**config.mk**
```make
export PLATFORM = sky130hd
export DESIGN_NAME = priority_voice_allocator
export DESIGN_NICKNAME = d
export VERILOG_FILES = /design/src/hw/rtl/pva_pkg.sv /design/src/hw/rtl/pva_cell.sv /design/src/hw/rtl/priority_voice_allocator.sv
export SDC_FILE = /design/constraint.sdc
export NUM_CORES = 1
export LEC_CHECK = 0
export ABC_AREA = 0
export BUFFER_PORTS_ARGS = -buffer_cell sky130_fd_sc_hd__buf_2
export CAP_MARGIN = 20
export CORE_UTILIZATION = 60
export CTS_BUF_LIST = sky130_fd_sc_hd__clkbuf_4
export DETAILED_ROUTE_END_ITERATION = 16
export GPL_TIMING_DRIVEN = 0
export PLACE_DENSITY = 0.75
export SYNTH_ARGS = -nofsm -noshare
export SYNTH_HDL_FRONTEND = slang
export SYNTH_HIERARCHICAL = 1
export SYNTH_SLANG_ARGS = --single-unit
```
**constraint.sdc**
```tcl
create_clock -name clk -period 7.7 [get_ports clk]
set_input_delay 0.77 -clock clk [delete_from_list [all_inputs] [get_ports clk]]
set_output_delay 0.77 -clock clk [all_outputs]
set_load 0.1 [all_outputs]
```
**src/hw/rtl/pva_pkg.sv**
```systemverilog
// Shared types and constants for the priority voice allocator.
`default_nettype none

package pva_pkg;

	// Carried index and count widths cover the largest supported row (32 channels).
	localparam int IDX_W = 5;
	localparam int CNT_W = 6;

	// Request type codes on the input transaction.
	localparam logic [2:0] REQ_NOTE_ON     = 3'd0;
	localparam logic [2:0] REQ_NOTE_OFF    = 3'd1;
	localparam logic [2:0] REQ_TRACK_OFF   = 3'd2;
	localparam logic [2:0] REQ_SOUND_OFF   = 3'd3;
	localparam logic [2:0] REQ_CHAN_FINISH = 3'd4;

	typedef enum logic [2:0] {
		OP_NONE,
		OP_NOTE_ON,
		OP_NOTE_OFF,
		OP_TRACK_OFF,
		OP_SOUND_OFF,
		OP_FINISH
	} op_t;

	typedef enum logic [1:0] {
		ST_IDLE,
		ST_SCAN,
		ST_EMIT
	} state_t;

	typedef struct packed {
		logic [2:0] req_type;
		logic [3:0] track;
		logic [7:0] note_key;
		logic [7:0] req_priority;
		logic [3:0] chan_sel;
	} req_t;

	typedef struct packed {
		logic       granted;
		logic [3:0] granted_chan;
		logic       was_stolen;
		logic [3:0] released_count;
	} rsp_t;

	// Request as broadcast to every cell during a scan.
	typedef struct packed {
		op_t        op;
		logic [3:0] track;
		logic [7:0] note_key;
		logic [7:0] req_priority;
		logic [3:0] chan_sel;
		logic [3:0] active_channels;
	} bcast_t;

	// Running scan state handed from cell to cell along with the token.
	typedef struct packed {
		logic             tok;
		logic             pick_found;
		logic [IDX_W-1:0] pick;
		logic             best_found;
		logic [IDX_W-1:0] best;
		logic             have_rel;
		logic [7:0]       bp;
		logic [3:0]       bt;
		logic [CNT_W-1:0] count;
	} carry_t;

	// Note-on grant written into the selected cell.
	typedef struct packed {
		logic             en;
		logic [IDX_W-1:0] chan;
		logic [7:0]       priority_v;
		logic [3:0]       owner;
		logic [7:0]       key;
	} commit_t;

endpackage

`default_nettype wire

```
**src/hw/rtl/pva_cell.sv**
```systemverilog
// One voice channel cell: holds the channel state and passes the scan carry on.
`default_nettype none

module pva_cell import pva_pkg::*; #(
	parameter int IDX = 0
) (
	input  wire     clk,
	input  wire     arst_n,
	input  bcast_t  bcast,
	input  carry_t  carry_in,
	input  commit_t commit,
	output carry_t  carry_out
);

	localparam logic [IDX_W-1:0] MY_IDX = IDX_W'(IDX);

	logic       on_q;
	logic       rel_q;
	logic [7:0] pri_q;
	logic [3:0] own_q;
	logic [7:0] key_q;

	logic       on_d;
	logic       rel_d;
	logic       wr_own;
	logic       rb;
	logic       in_scope;
	carry_t     c;
	carry_t     carry_q;

	always_comb begin
		c        = carry_in;
		on_d     = on_q;
		rel_d    = rel_q;
		rb       = (pri_q < carry_in.bp) || ((pri_q == carry_in.bp) && (own_q >= carry_in.bt));
		in_scope = ({1'b0, bcast.active_channels} > MY_IDX);
		wr_own   = commit.en && (commit.chan == MY_IDX);
		if (carry_in.tok) begin
			unique case (bcast.op)
				OP_NOTE_ON: begin
					if (in_scope && !carry_in.pick_found) begin
						if (!on_q) begin
							c.pick_found = 1'b1;
							c.pick       = MY_IDX;
						end else if (rel_q) begin
							if (!carry_in.have_rel || rb) begin
								c.have_rel   = 1'b1;
								c.best_found = 1'b1;
								c.best       = MY_IDX;
								c.bp         = pri_q;
								c.bt         = own_q;
							end
						end else if (!carry_in.have_rel && rb) begin
							c.best_found = 1'b1;
							c.best       = MY_IDX;
							c.bp         = pri_q;
							c.bt         = own_q;
						end
					end
				end
				OP_NOTE_OFF: begin
					if (on_q && !rel_q && (own_q == bcast.track) && (key_q == bcast.note_key)) begin
						rel_d   = 1'b1;
						c.count = carry_in.count + CNT_W'(1);
					end
				end
				OP_TRACK_OFF: begin
					if (on_q && (own_q == bcast.track)) begin
						if (!rel_q) begin
							c.count = carry_in.count + CNT_W'(1);
						end
						rel_d = 1'b1;
					end
				end
				OP_SOUND_OFF: begin
					if (on_q) begin
						c.count = carry_in.count + CNT_W'(1);
					end
					on_d  = 1'b0;
					rel_d = 1'b0;
				end
				OP_FINISH: begin
					if ({1'b0, bcast.chan_sel} == MY_IDX) begin
						if (on_q) begin
							c.count = carry_in.count + CNT_W'(1);
						end
						on_d  = 1'b0;
						rel_d = 1'b0;
					end
				end
				default: begin
				end
			endcase
		end
		if (wr_own) begin
			on_d  = 1'b1;
			rel_d = 1'b0;
		end
	end

	always_ff @(posedge clk or negedge arst_n) begin
		if (!arst_n) begin
			on_q    <= 1'b0;
			rel_q   <= 1'b0;
			carry_q <= '0;
		end else begin
			on_q    <= on_d;
			rel_q   <= rel_d;
			carry_q <= c;
		end
	end

	always_ff @(posedge clk) begin
		if (wr_own) begin
			pri_q <= commit.priority_v;
			own_q <= commit.owner;
			key_q <= commit.key;
		end
	end

	assign carry_out = carry_q;

endmodule

`default_nettype wire

```
**src/hw/rtl/priority_voice_allocator.sv**
```systemverilog
// Top level of the priority voice allocator: request control, cell row, result register.
`default_nettype none

// Priority voice allocator. CHANNELS voice channels live in a row of cells,
// each holding its on/releasing flags, priority, owning track and key. An
// accepted request transaction is latched and broadcast to the row, and a
// single token walks the row one cell per cycle, carrying the running
// note-on search (first free channel, else best releasing channel, else best
// stealable active channel) and the count of channels released or cleared.
// Note-off, track-off, sound-off and channel-finished update each cell as the
// token passes it; a note-on grant is written into the chosen cell when the
// token leaves the last cell. Every request gives exactly one response
// transaction. A new request is accepted only after the token has walked
// the row and the result has moved on to the output register, so one
// request is in flight at a time. The response sits in an output
// register, so a pending response may wait on rsp_stall while the next
// request is accepted and scanned. active_channels (reset 5) limits which
// channels note-on may use; write it only while no request is in flight.
// Request tracks at or above TRACKS make note-on, note-off and track-off
// no-ops; unknown request types are no-ops with an all-zero response.
module priority_voice_allocator import pva_pkg::*; #(
	parameter int CHANNELS = 12,
	parameter int TRACKS   = 16
) (
	input  wire        clk,
	input  wire        arst_n,
	input  wire        req_valid,
	output logic       req_stall,
	input  req_t       req,
	output logic       rsp_valid,
	input  wire        rsp_stall,
	output rsp_t       rsp,
	input  wire        cfg_wr_en,
	input  wire  [3:0] cfg_wr_data
);

	localparam logic [3:0] ACTIVE_RESET = 4'd5;

	state_t  state_q;
	state_t  state_d;
	logic    start_q;
	logic    [3:0] active_q;
	bcast_t  bc_q;
	rsp_t    res_q;
	rsp_t    rsp_q;
	logic    rsp_valid_q;

	logic    accept;
	logic    load_out;
	logic    grant;
	logic    track_bad;
	op_t     op_dec;
	bcast_t  bc_d;
	commit_t commit;
	rsp_t    res_d;
	carry_t  end_c;
	carry_t  chain [CHANNELS+1];
	logic    [CHANNELS:0] tok_vec;

	// Request decode: out-of-range tracks turn the track-based requests into no-ops.
	always_comb begin
		track_bad = ({2'b00, req.track} >= 6'(TRACKS));
		unique case (req.req_type)
			REQ_NOTE_ON:     op_dec = track_bad ? OP_NONE : OP_NOTE_ON;
			REQ_NOTE_OFF:    op_dec = track_bad ? OP_NONE : OP_NOTE_OFF;
			REQ_TRACK_OFF:   op_dec = track_bad ? OP_NONE : OP_TRACK_OFF;
			REQ_SOUND_OFF:   op_dec = OP_SOUND_OFF;
			REQ_CHAN_FINISH: op_dec = OP_FINISH;
			default:         op_dec = OP_NONE;
		endcase
		bc_d.op              = op_dec;
		bc_d.track           = req.track;
		bc_d.note_key        = req.note_key;
		bc_d.req_priority    = req.req_priority;
		bc_d.chan_sel        = req.chan_sel;
		bc_d.active_channels = active_q;
	end

	// Token enters the row the cycle after acceptance.
	always_comb begin
		chain[0]     = '0;
		chain[0].tok = start_q;
		chain[0].bp  = bc_q.req_priority;
		chain[0].bt  = bc_q.track;
	end

	for (genvar i = 0; i < CHANNELS; i++) begin : g_cell
		pva_cell #(
			.IDX(i)
		) u_cell (
			.clk      (clk),
			.arst_n   (arst_n),
			.bcast    (bc_q),
			.carry_in (chain[i]),
			.commit   (commit),
			.carry_out(chain[i+1])
		);
	end

	always_comb begin
		for (int i = 0; i <= CHANNELS; i++) begin
			tok_vec[i] = chain[i].tok;
		end
	end

	assign end_c = chain[CHANNELS];

	// Wrap-up when the token leaves the last cell: pick the grant and build the response.
	always_comb begin
		grant = (bc_q.op == OP_NOTE_ON) &&
			(end_c.pick_found ||
			 (end_c.best_found && (end_c.have_rel || (bc_q.req_priority >= end_c.bp))));
		commit.en         = end_c.tok && grant;
		commit.chan       = end_c.pick_found ? end_c.pick : end_c.best;
		commit.priority_v = bc_q.req_priority;
		commit.owner      = bc_q.track;
		commit.key        = bc_q.note_key;
		res_d             = '0;
		if (grant) begin
			res_d.granted      = 1'b1;
			res_d.granted_chan = commit.chan[3:0];
			res_d.was_stolen   = !end_c.pick_found;
		end else begin
			res_d.released_count = (end_c.count > CNT_W'(15)) ? 4'hF : end_c.count[3:0];
		end
	end

	assign accept   = req_valid && !req_stall;
	assign load_out = (state_q == ST_EMIT) && (!rsp_valid_q || !rsp_stall);

	always_comb begin
		state_d   = state_q;
		req_stall = 1'b1;
		unique case (state_q)
			ST_IDLE: begin
				req_stall = 1'b0;
				if (req_valid) begin
					state_d = ST_SCAN;
				end
			end
			ST_SCAN: begin
				if (end_c.tok) begin
					state_d = ST_EMIT;
				end
			end
			ST_EMIT: begin
				if (!rsp_valid_q || !rsp_stall) begin
					state_d = ST_IDLE;
				end
			end
			default: begin
				state_d = ST_IDLE;
			end
		endcase
	end

	always_ff @(posedge clk or negedge arst_n) begin
		if (!arst_n) begin
			state_q <= ST_IDLE;
		end else begin
			state_q <= state_d;
		end
	end

	always_ff @(posedge clk or negedge arst_n) begin
		if (!arst_n) begin
			start_q     <= 1'b0;
			active_q    <= ACTIVE_RESET;
			rsp_valid_q <= 1'b0;
		end else begin
			start_q <= accept;
			if (cfg_wr_en) begin
				active_q <= cfg_wr_data;
			end
			if (load_out) begin
				rsp_valid_q <= 1'b1;
			end else if (!rsp_stall) begin
				rsp_valid_q <= 1'b0;
			end
		end
	end

	always_ff @(posedge clk) begin
		if (accept) begin
			bc_q <= bc_d;
		end
		if (end_c.tok) begin
			res_q <= res_d;
		end
		if (load_out) begin
			rsp_q <= res_q;
		end
	end

	assign rsp_valid = rsp_valid_q;
	assign rsp       = rsp_q;

	// Only one token may be in the row at a time.
	a_one_token: assert property (@(posedge clk) disable iff (!arst_n)
		$countones(tok_vec) <= 1)
		else $error("more than one scan token in the cell row");

	// The token only leaves the row while a scan is in progress.
	a_end_in_scan: assert property (@(posedge clk) disable iff (!arst_n)
		end_c.tok |-> (state_q == ST_SCAN))
		else $error("scan token left the row outside a scan");

	// An accepted transaction launches the token into the row.
	a_launch: assert property (@(posedge clk) disable iff (!arst_n)
		accept |=> (start_q && (state_q == ST_SCAN)))
		else $error("accepted request did not start a scan");

	// A grant never reports released channels, and stolen implies granted.
	a_rsp_consistent: assert property (@(posedge clk) disable iff (!arst_n)
		rsp_valid |-> ((!rsp.granted || (rsp.released_count == 4'd0)) &&
			(!rsp.was_stolen || rsp.granted)))
		else $error("inconsistent response fields");

endmodule

`default_nettype wire

```
---- Word level (Yosys, flattened, before mapping) ----
Cells that the tools add are included.
operators by class
  $add $sub $neg .......................... 11
  magnitude comparators ................... 38
  eq/ne operators ......................... 109
  mux-type cells .......................... 322
  reductions and logical operators ........ 227
operators with widths
  kind                   number
  $mux W25               24
  $mux W6                94
  $mux W19               23
  $mux W31               12
  $mux W12               24
  $pmux W6 S4            12
  $eq A8 B8 Y1           24
  $ne A3 B1 Y1 const B   36
  $mux W1                102
  $logic_and A1 B1 Y1    99
  $lt A8 B8 Y1           12
  $add A6 B1 Y6 const B  11
  $reduce_and A5 Y1      12
  $reduce_bool A5 Y1     12
  $eq A4 B4 Y1           12
  $ge A4 B4 Y1           12
  $pmux W1 S4            12
  $reduce_and A3 Y1      13
  $logic_not A1 Y1       37
  $reduce_bool A3 Y1     12
  $logic_or A1 B1 Y1     26
  $pmux W1 S2            12
  $reduce_bool A2 Y1     12
  $eq A5 B3 Y1 const B   4
  other kinds (29)       58
storage, ports and cells
  bits in registers ....................... 703
  input port bits ......................... 36
  output and inout bits ................... 12
  logic and storage cells ................. 892

---- Depth between registers and ports, before layout ----
Gate-level depths: netlist (run 1).
  depth after elaboration ................. 10
  depth in mapped cells ................... 12
  mapped depth without buffers ............ 11

---- Hierarchy ----
Netlist (run 1), hierarchy kept.
modules (own cells, without submodules)
  module                         instances  cells an instance  area an instance (µm²)  sequential area each (µm²)
  pva_cell at g_cell[5].u_cell   1          264                2929.1                  1451.4
  pva_cell at g_cell[2].u_cell   1          198                2582.5                  1451.4
  pva_cell at g_cell[7].u_cell   1          188                2551.2                  1451.4
  pva_cell at g_cell[3].u_cell   1          193                2544.9                  1451.4
  pva_cell at g_cell[1].u_cell   1          210                2533.7                  1451.4
  pva_cell at g_cell[6].u_cell   1          207                2522.4                  1451.4
  pva_cell at g_cell[0].u_cell   1          193                2514.9                  1451.4
  pva_cell at g_cell[10].u_cell  1          189                2489.9                  1451.4
  pva_cell at g_cell[9].u_cell   1          204                2487.4                  1451.4
  pva_cell at g_cell[11].u_cell  1          180                2422.3                  1451.4
  pva_cell at g_cell[8].u_cell   1          179                2411.1                  1451.4
  pva_cell at g_cell[4].u_cell   1          175                2409.8                  1451.4
  priority_voice_allocator       1          135                2309.7                  1734.2

---- Least setup slack after synthesis (run 1) ----
Ideal clock, no wire load.
  path kind ............................... register -> register
  start ................................... register bc_q[28] (netlist bit)
  end ..................................... register g_cell[2].u_cell.key_q[0] (enable)
  setup time .............................. 0.432 ns
  arrival ................................. 4.864 ns
  required time ........................... 7.268 ns
  setup slack ............................. 2.404 ns
  stages on the path, launching flop included .. 7
  path buffers ............................ 1
  cells stage by stage .................... edfxtp_1 or3b_1 a211o_1 buf_2 nor3b_1 or4b_2 nor3b_1
RTL lines
  item                      line                             source
  start: declaration        priority_voice_allocator.sv:43   bcast_t bc_q;
  start signal: assignment  priority_voice_allocator.sv:185  bc_q <= bc_d;
  end signal: assignment    pva_cell.sv:117                  key_q <= commit.key;
  end: declaration          pva_cell.sv:21                   logic [7:0] key_q;

==> results of run 1 <==
[worst max-delay path, stage by stage, from the launching register on]
cell and delay [ns]:
edfxtp_1 0.73, buf_16 0.24, buf_16 0.18, or3b_1 0.43
a211o_1 0.25, buf_2 0.18, nor3b_1 0.40, buf_2 0.32
or4b_2 0.63, nor3b_2 0.85, buf_6 0.27
[worst max path at each step]
stage,slack (ns),endpoint,cells after the start,startpoint
after floorplan,2.40,g_cell[2].u_cell/key_q[0],6,bc_q[28]
after global placement,-2.01,active_q[1],1,arst_n
after detailed placement,2.98,g_cell[0].u_cell/pri_q[4],10,bc_q[28]
after CTS,2.97,g_cell[2].u_cell/pri_q[7],10,bc_q[28]
after global routing,2.64,g_cell[0].u_cell/pri_q[7],10,bc_q[28]
final,2.87,g_cell[2].u_cell/pri_q[6],10,bc_q[28]
[where the power goes]
group	internal (uW)	switching, uW	total [uW]
logic	370	495	865
clock network	1760	1420	3180
registers	4120	182	4300
[metrics by stage]
stage	setup TNS [ns]	cell area, sq um	std cells	hold slack [ns]
final	0	37300	3674	0.120
after global placement	-802.18	33800	3284	0.369
after floorplan	0	32700	2541	0.352
after CTS	0	37000	3659	0.00980
after detailed placement	0	34300	3304	0.379
after global routing	0	37300	3674	0.0442
[sequential cells by signal, summed over array words and instances (netlist names)]
signal,count
g_cell.u_cell/on_q,12
g_cell.u_cell/pri_q,96
g_cell.u_cell/own_q,48
state_q,2
bc_q,31
active_q,4
rsp_valid,1
rsp,10
g_cell.u_cell/key_q,96
start_q,1
res_q,10
g_cell.u_cell/rel_q,12
g_cell.u_cell/carry_out,380
[final cells by class]
| class | count | area share [%] |
|---|---|---|
| Buffer | 38 | 0.682 |
| Multi-Input combinational cell | 1611 | 34.2 |
| Timing Repair Buffer | 112 | 3.41 |
| Inverter | 189 | 1.90 |
| Clock inverter | 37 | 0.621 |
| Tap cell | 696 | 2.34 |
| Clock buffer | 283 | 5.70 |
| Antenna cell | 5 | 0.0336 |
| Sequential cell | 703 | 51.1 |
[layout by cell type, fill, tap and decap left out, types with 19 or more instances in the layout]
cell type / count
mux2_2: 63
xnor2_1: 59
nand2_1: 117
nand4_1: 46
clkinv_1: 25
and3_1: 40
nor2b_1: 68
dlygate4sd3_1: 35
nor3_1: 34
nor4_1: 19
edfxtp_1: 291
xor2_1: 134
ha_1: 164
conb_1: 35
inv_1: 187
a21oi_1: 109
clkbuf_4: 283
o2bb2ai_1: 37
nor2_1: 85
o211ai_1: 25
o21ai_0: 40
or2_2: 24
mux2_4: 47
dfrtp_1: 410
buf_2: 54
nand2b_1: 40
nand3_1: 75
buf_16: 20
[routing by layer]
metal	share of wire, %	GRT usage (%)	vias to the layer above	wire length, microns
li1	-	-	9845	-
met1	38	25.6	9982	24400
met2	54	43.6	530	34500
met3	4.3	4.58	163	2760
met4	3.9	14.1	0	2470
met5	0	0	-	0
==> summary.md, run 1 <==
| Metric | Value |
|---|---|
| Slew Limit Fails | `0` |
| Worst-Margin Slew | `1.09 ns` |
| Worst Path Required | `8.39 ns` |
| Post-CTS Resized | `0` |
| Initial antenna violation count | `2` |
| Remaining DRCs | `0` |
| Syn Inst Count | `between 2,000 and 3,000` |
| WHS Path Cells | `2` |
| 1st-iter DRT viols | `about 1,200` |
| WL per Instance | `17.5 microns` |
| Largest net degree at the start of global routing | `125` |
| Crit. End Element | `flop` |
| Run status | `finished clean` |
| Synth warnings | `6` |
| Final WL | `64.2 mm` |
| Root buf cell | `clkbuf_4` |
| Cell area after synthesis | `roughly 0.033 sq mm` |
| Drt first pass iters | `5` |
| Number of I/O port buffers | `47` |
| DPL Wire Length | `roughly 45 mm` |
| Final setup margin | `around 2.9 ns` |
| Setup WS pre-CTS | `approximately 3.0 ns` |
| Rows | `85` |
| Setup crit start kind | `flop` |
| Vias/cell | `~5.6` |
| Total Power | `between 8000 and 9000 uW` |
| # hold bufs at CTS | `35` |
| TritonCTS Buffers | `175` |
| Final hold vios | `0` |
| Min-delay worst type | `in2reg` |
| Slew HR | `approximately 28%` |
| Global Route Usage Sum | `a little under a quarter` |
| Nets | `3,030` |
| Fin crit share | `~63%` |
| Final core utilization | `69.4%` |
| RSZ-0062 raised after global routing | `false` |
| Finish-stage setup viols | `0` |
| Hold Startpoint | `req[24]` |
| Worst Hold End | `bc_q[28]` |
| PwrDens | `~220 mW/mm^2` |
| Sequential Area | `0.0191 sq mm` |
| Worst r2r src | `bc_q[28]` |
| Clock latency at the later pin of the worst-skew pair | `between 1 and 1.5 ns` |
| Critical-path maximum fanout | `27` |
| Layout cells sized above 1 | `22.0%` |
| Clk sinks | `roughly 700` |
| Number of global-route vias before repair | `between 20,000 and 25,000` |
| Starting Density | `slightly above 60%` |
| Multi-input logic area | `~0.013 sq mm` |
| Die width | `between 200 and 250 microns` |
| Clk_skew | `slightly above 0.05 ns` |
| Max_cap viols | `0` |
| Die height | `roughly 230 microns` |
| CTS clk-pin slew, worst paths | `around 0.06 ns` |
| R2R depth | `10` |
| Routed vias | `20,500` |
| Min Tclk post-route | `4.83 ns` |
| Die area | `around 0.055 sq mm` |
| WS Path Type | `reg2reg` |
| Internal reg-to-reg setup slack | `approximately 2.9 ns` |
| Antenna-violating nets left | `0` |
| Arr. time, crit path | `roughly 5.5 ns` |
| P_leak | `between 0.015 and 0.02 uW` |
| Gpl congestion | `between 0.9 and 1` |
| Grt total ovfl | `0` |
| Peak supply drop | `0.000192 V` |
| Core box area | `roughly 0.054 sq mm` |
| Total setup buffers inserted after CTS | `0` |
| Synth Area per Inst | `13.0 sq um` |
| Layout filler cell count | `between 3,000 and 4,000` |
| H-tree depth | `4` |
| Reg2reg end | `g_cell[2].u_cell/pri_q[6]` |
| TritonCTS clock tree | `yes` |
| First-pass GRT wire length | `approximately 100 mm` |
| Area Overhead vs Synth | `14.4%` |
| Ports | `48` |
| Maximum buffer depth of the clock tree | `3` |
| Fmax | `~210 MHz` |
(Power assumes the default switching activity.)
==> run 2, diff against run 1 <==
CORE_UTILIZATION = 59   (was 60)
PLACE_DENSITY = 0.77   (was 0.75)
clock period = 4.2 ns   (was 7.7 ns; I/O delays follow)
==> summary.md, run 2 (synthesis gave the netlist of run 1 again) <==
| Metric | Value |
|---|---|
| Final hold vios | `0` |
| 1st-iter DRT viols | `roughly 1,200` |
| Initial antenna violation count | `2` |
| Crit. End Element | `flop` |
| Global Route Usage Sum | `between 20% and 30%` |
| Final setup margin | `0.249 ns` |
| Non-filler cells, final | `3,711` |
| Remaining DRCs | `0` |
| Starting Density | `between 60% and 70%` |
| Fin crit share | `94.1%` |
| Core box area | `between 0.05 and 0.06 sq mm` |
| Commonest cells after routing, fill and taps aside | `dfrtp_1 (410), edfxtp_1 (291), clkbuf_4 (271), inv_1 (187), ha_1 (164)` |
| Antenna-violating nets left | `0` |
| TritonCTS clock tree | `yes` |
| Area Overhead vs Synth | `15.9%` |
| Max FFs per register | `380` |
| Max_cap viols | `0` |
| Setup crit start kind | `flop` |
| Min Tclk post-route | `3.95 ns` |
| Rows | `between 80 and 90` |
| Die area | `0.0561 sq mm` |
| Gpl congestion | `~0.94` |
| Arr. time, crit path | `~4.7 ns` |
| PwrDens | `roughly 420 mW/mm^2` |
| Placed Instances | `around 3,300` |
| Number of I/O port buffers | `47` |
| Die width | `about 240 microns` |
| TritonCTS Buffers | `177` |
| Number of global-route vias before repair | `about 22,000` |
| Final WL | `between 60 and 70 mm` |
| Fmax | `253 MHz` |
| RSZ-0062 raised after global routing | `false` |
| Nets | `a little over 3,000` |
| Grt total ovfl | `0` |
| Layout filler cell count | `3,605` |
| Run status | `finished clean` |
| H-tree depth | `4` |
| Largest net degree at the start of global routing | `between 100 and 150` |
| Setup WS pre-CTS | `-0.523 ns` |
| WL per Instance | `~18 microns` |
| Worst-Margin Slew | `between 1 and 1.5 ns` |
| Most common cell after layout, fill and taps aside | `dfrtp_1` |
| Die height | `~240 microns` |
| Total Power | `15,700 uW` |
| Slew Limit Fails | `0` |
| DPL Wire Length | `45.2 mm` |
| Maximum buffer depth of the clock tree | `3` |
| Worst Path Required | `between 4 and 5 ns` |
| Ports | `between 40 and 50` |
| Clk_skew | `about 0.072 ns` |
| WS Path Type | `reg2reg` |
| P_leak | `0.0160 uW` |
| Final core utilization | `about 70%` |
| Slew HR | `a little under a third` |
| First-pass GRT wire length | `approximately 110 mm` |
| Critical-path maximum fanout | `28` |
| Layout cells sized above 1 | `~22%` |
| Drt first pass iters | `5` |
| Finish-stage setup viols | `0` |
| CTS clk-pin slew, worst paths | `0.07 ns` |
| Peak supply drop | `around 0.00047 V` |
| Clock latency at the later pin of the worst-skew pair | `~1.1 ns` |
| Root buf cell | `clkbuf_4` |
| Min-delay worst type | `in2reg` |
| Clk sinks | `703` |
| Routed vias | `20,900` |
| Vias/cell | `about 5.6` |
## run 2: changes by cell type in the layout (fill, tap and decap cells not counted), sizes merged
cell         previous run  this run
dlygate4sd3            35        43
inv                   193       190
bufinv                  3         8
clkbuf                300       288
buf                    98       109
clkinvlp                3         2
diode                   5         8
nor3b                  23        24
clkinv                 27        52
## run 2: worst paths after layout
kind | startpoint | end | slack [ns] | depth (start not counted)
min | req[21] | bc_q[25] | 0.07 | 2
min reg2reg | g_cell[1].u_cell/carry_out[31] | g_cell[2].u_cell/carry_out[31] | 0.38 | 0
min in group asynchronous | arst_n | g_cell[11].u_cell/carry_out[22] | 0.58 | 4
max in group asynchronous | arst_n | g_cell[3].u_cell/carry_out[21] | 2.66 | 5
max reg2reg | bc_q[29] | g_cell[1].u_cell/pri_q[6] | 0.25 | 9
max | bc_q[29] | g_cell[1].u_cell/pri_q[6] | 0.25 | 9
## run 2: report_power, final
group | leakage, uW | switching, uW | total [uW] | internal [uW]
clock | 0.00147 | 2720 | 6170 | 3450
sequential | 0.00743 | 306 | 7850 | 7550
combinational | 0.00708 | 961 | 1670 | 710
total | 0.0160 | 3990 | 15700 | 11700
## run 2: cell type report
type,count,area (sq um),area share (%)
antenna,8,20.0,0.0530
buffer,38,254,0.673
clock buffer,271,2030,5.39
clock inverter,63,479,1.27
inverter,189,709,1.88
multi-input combinational,1612,12800,33.9
sequential,703,19100,50.5
tap,696,871,2.31
timing repair buffer,131,1520,4.04
## run 2: stage by stage
stage | instance area, sq um | setup TNS [ns] | hold WS [ns]
floorplan | 32700 | -0.825 | 0.124
global placement | 33900 | -2348.66 | 0.369
detailed placement | 34300 | -20.26 | 0.372
CTS | 37300 | 0 | 0.00157
global route | 37700 | 0 | -0.00499
finish | 37800 | 0 | 0.0747
## run 2: critical path: stages, from the launching register on
cell,delay [ns]
edfxtp_1,0.67
buf_16,0.29
or3b_1,0.46
a211o_1,0.25
buf_2,0.20
nor3b_4,0.25
buf_12,0.16
or4b_2,0.63
nor3b_4,0.51
buf_16,0.23
## run 2: repair_timing
item,CTS,global route
hold endpoints to repair,363,0
endpoints found under the setup margin,122,67
hold buffers,44,0
resized for setup,3,0
buffers inserted,4,9
pin swaps,2,1
cloned,1,0
## run 2: routing by layer
metal | routed length [microns] | track usage (%)
met1 | 25500 | 26.4
met2 | 35000 | 43.6
met4 | 2430 | 12.8
met3 | 2950 | 5.13
met5 | 0 | 0
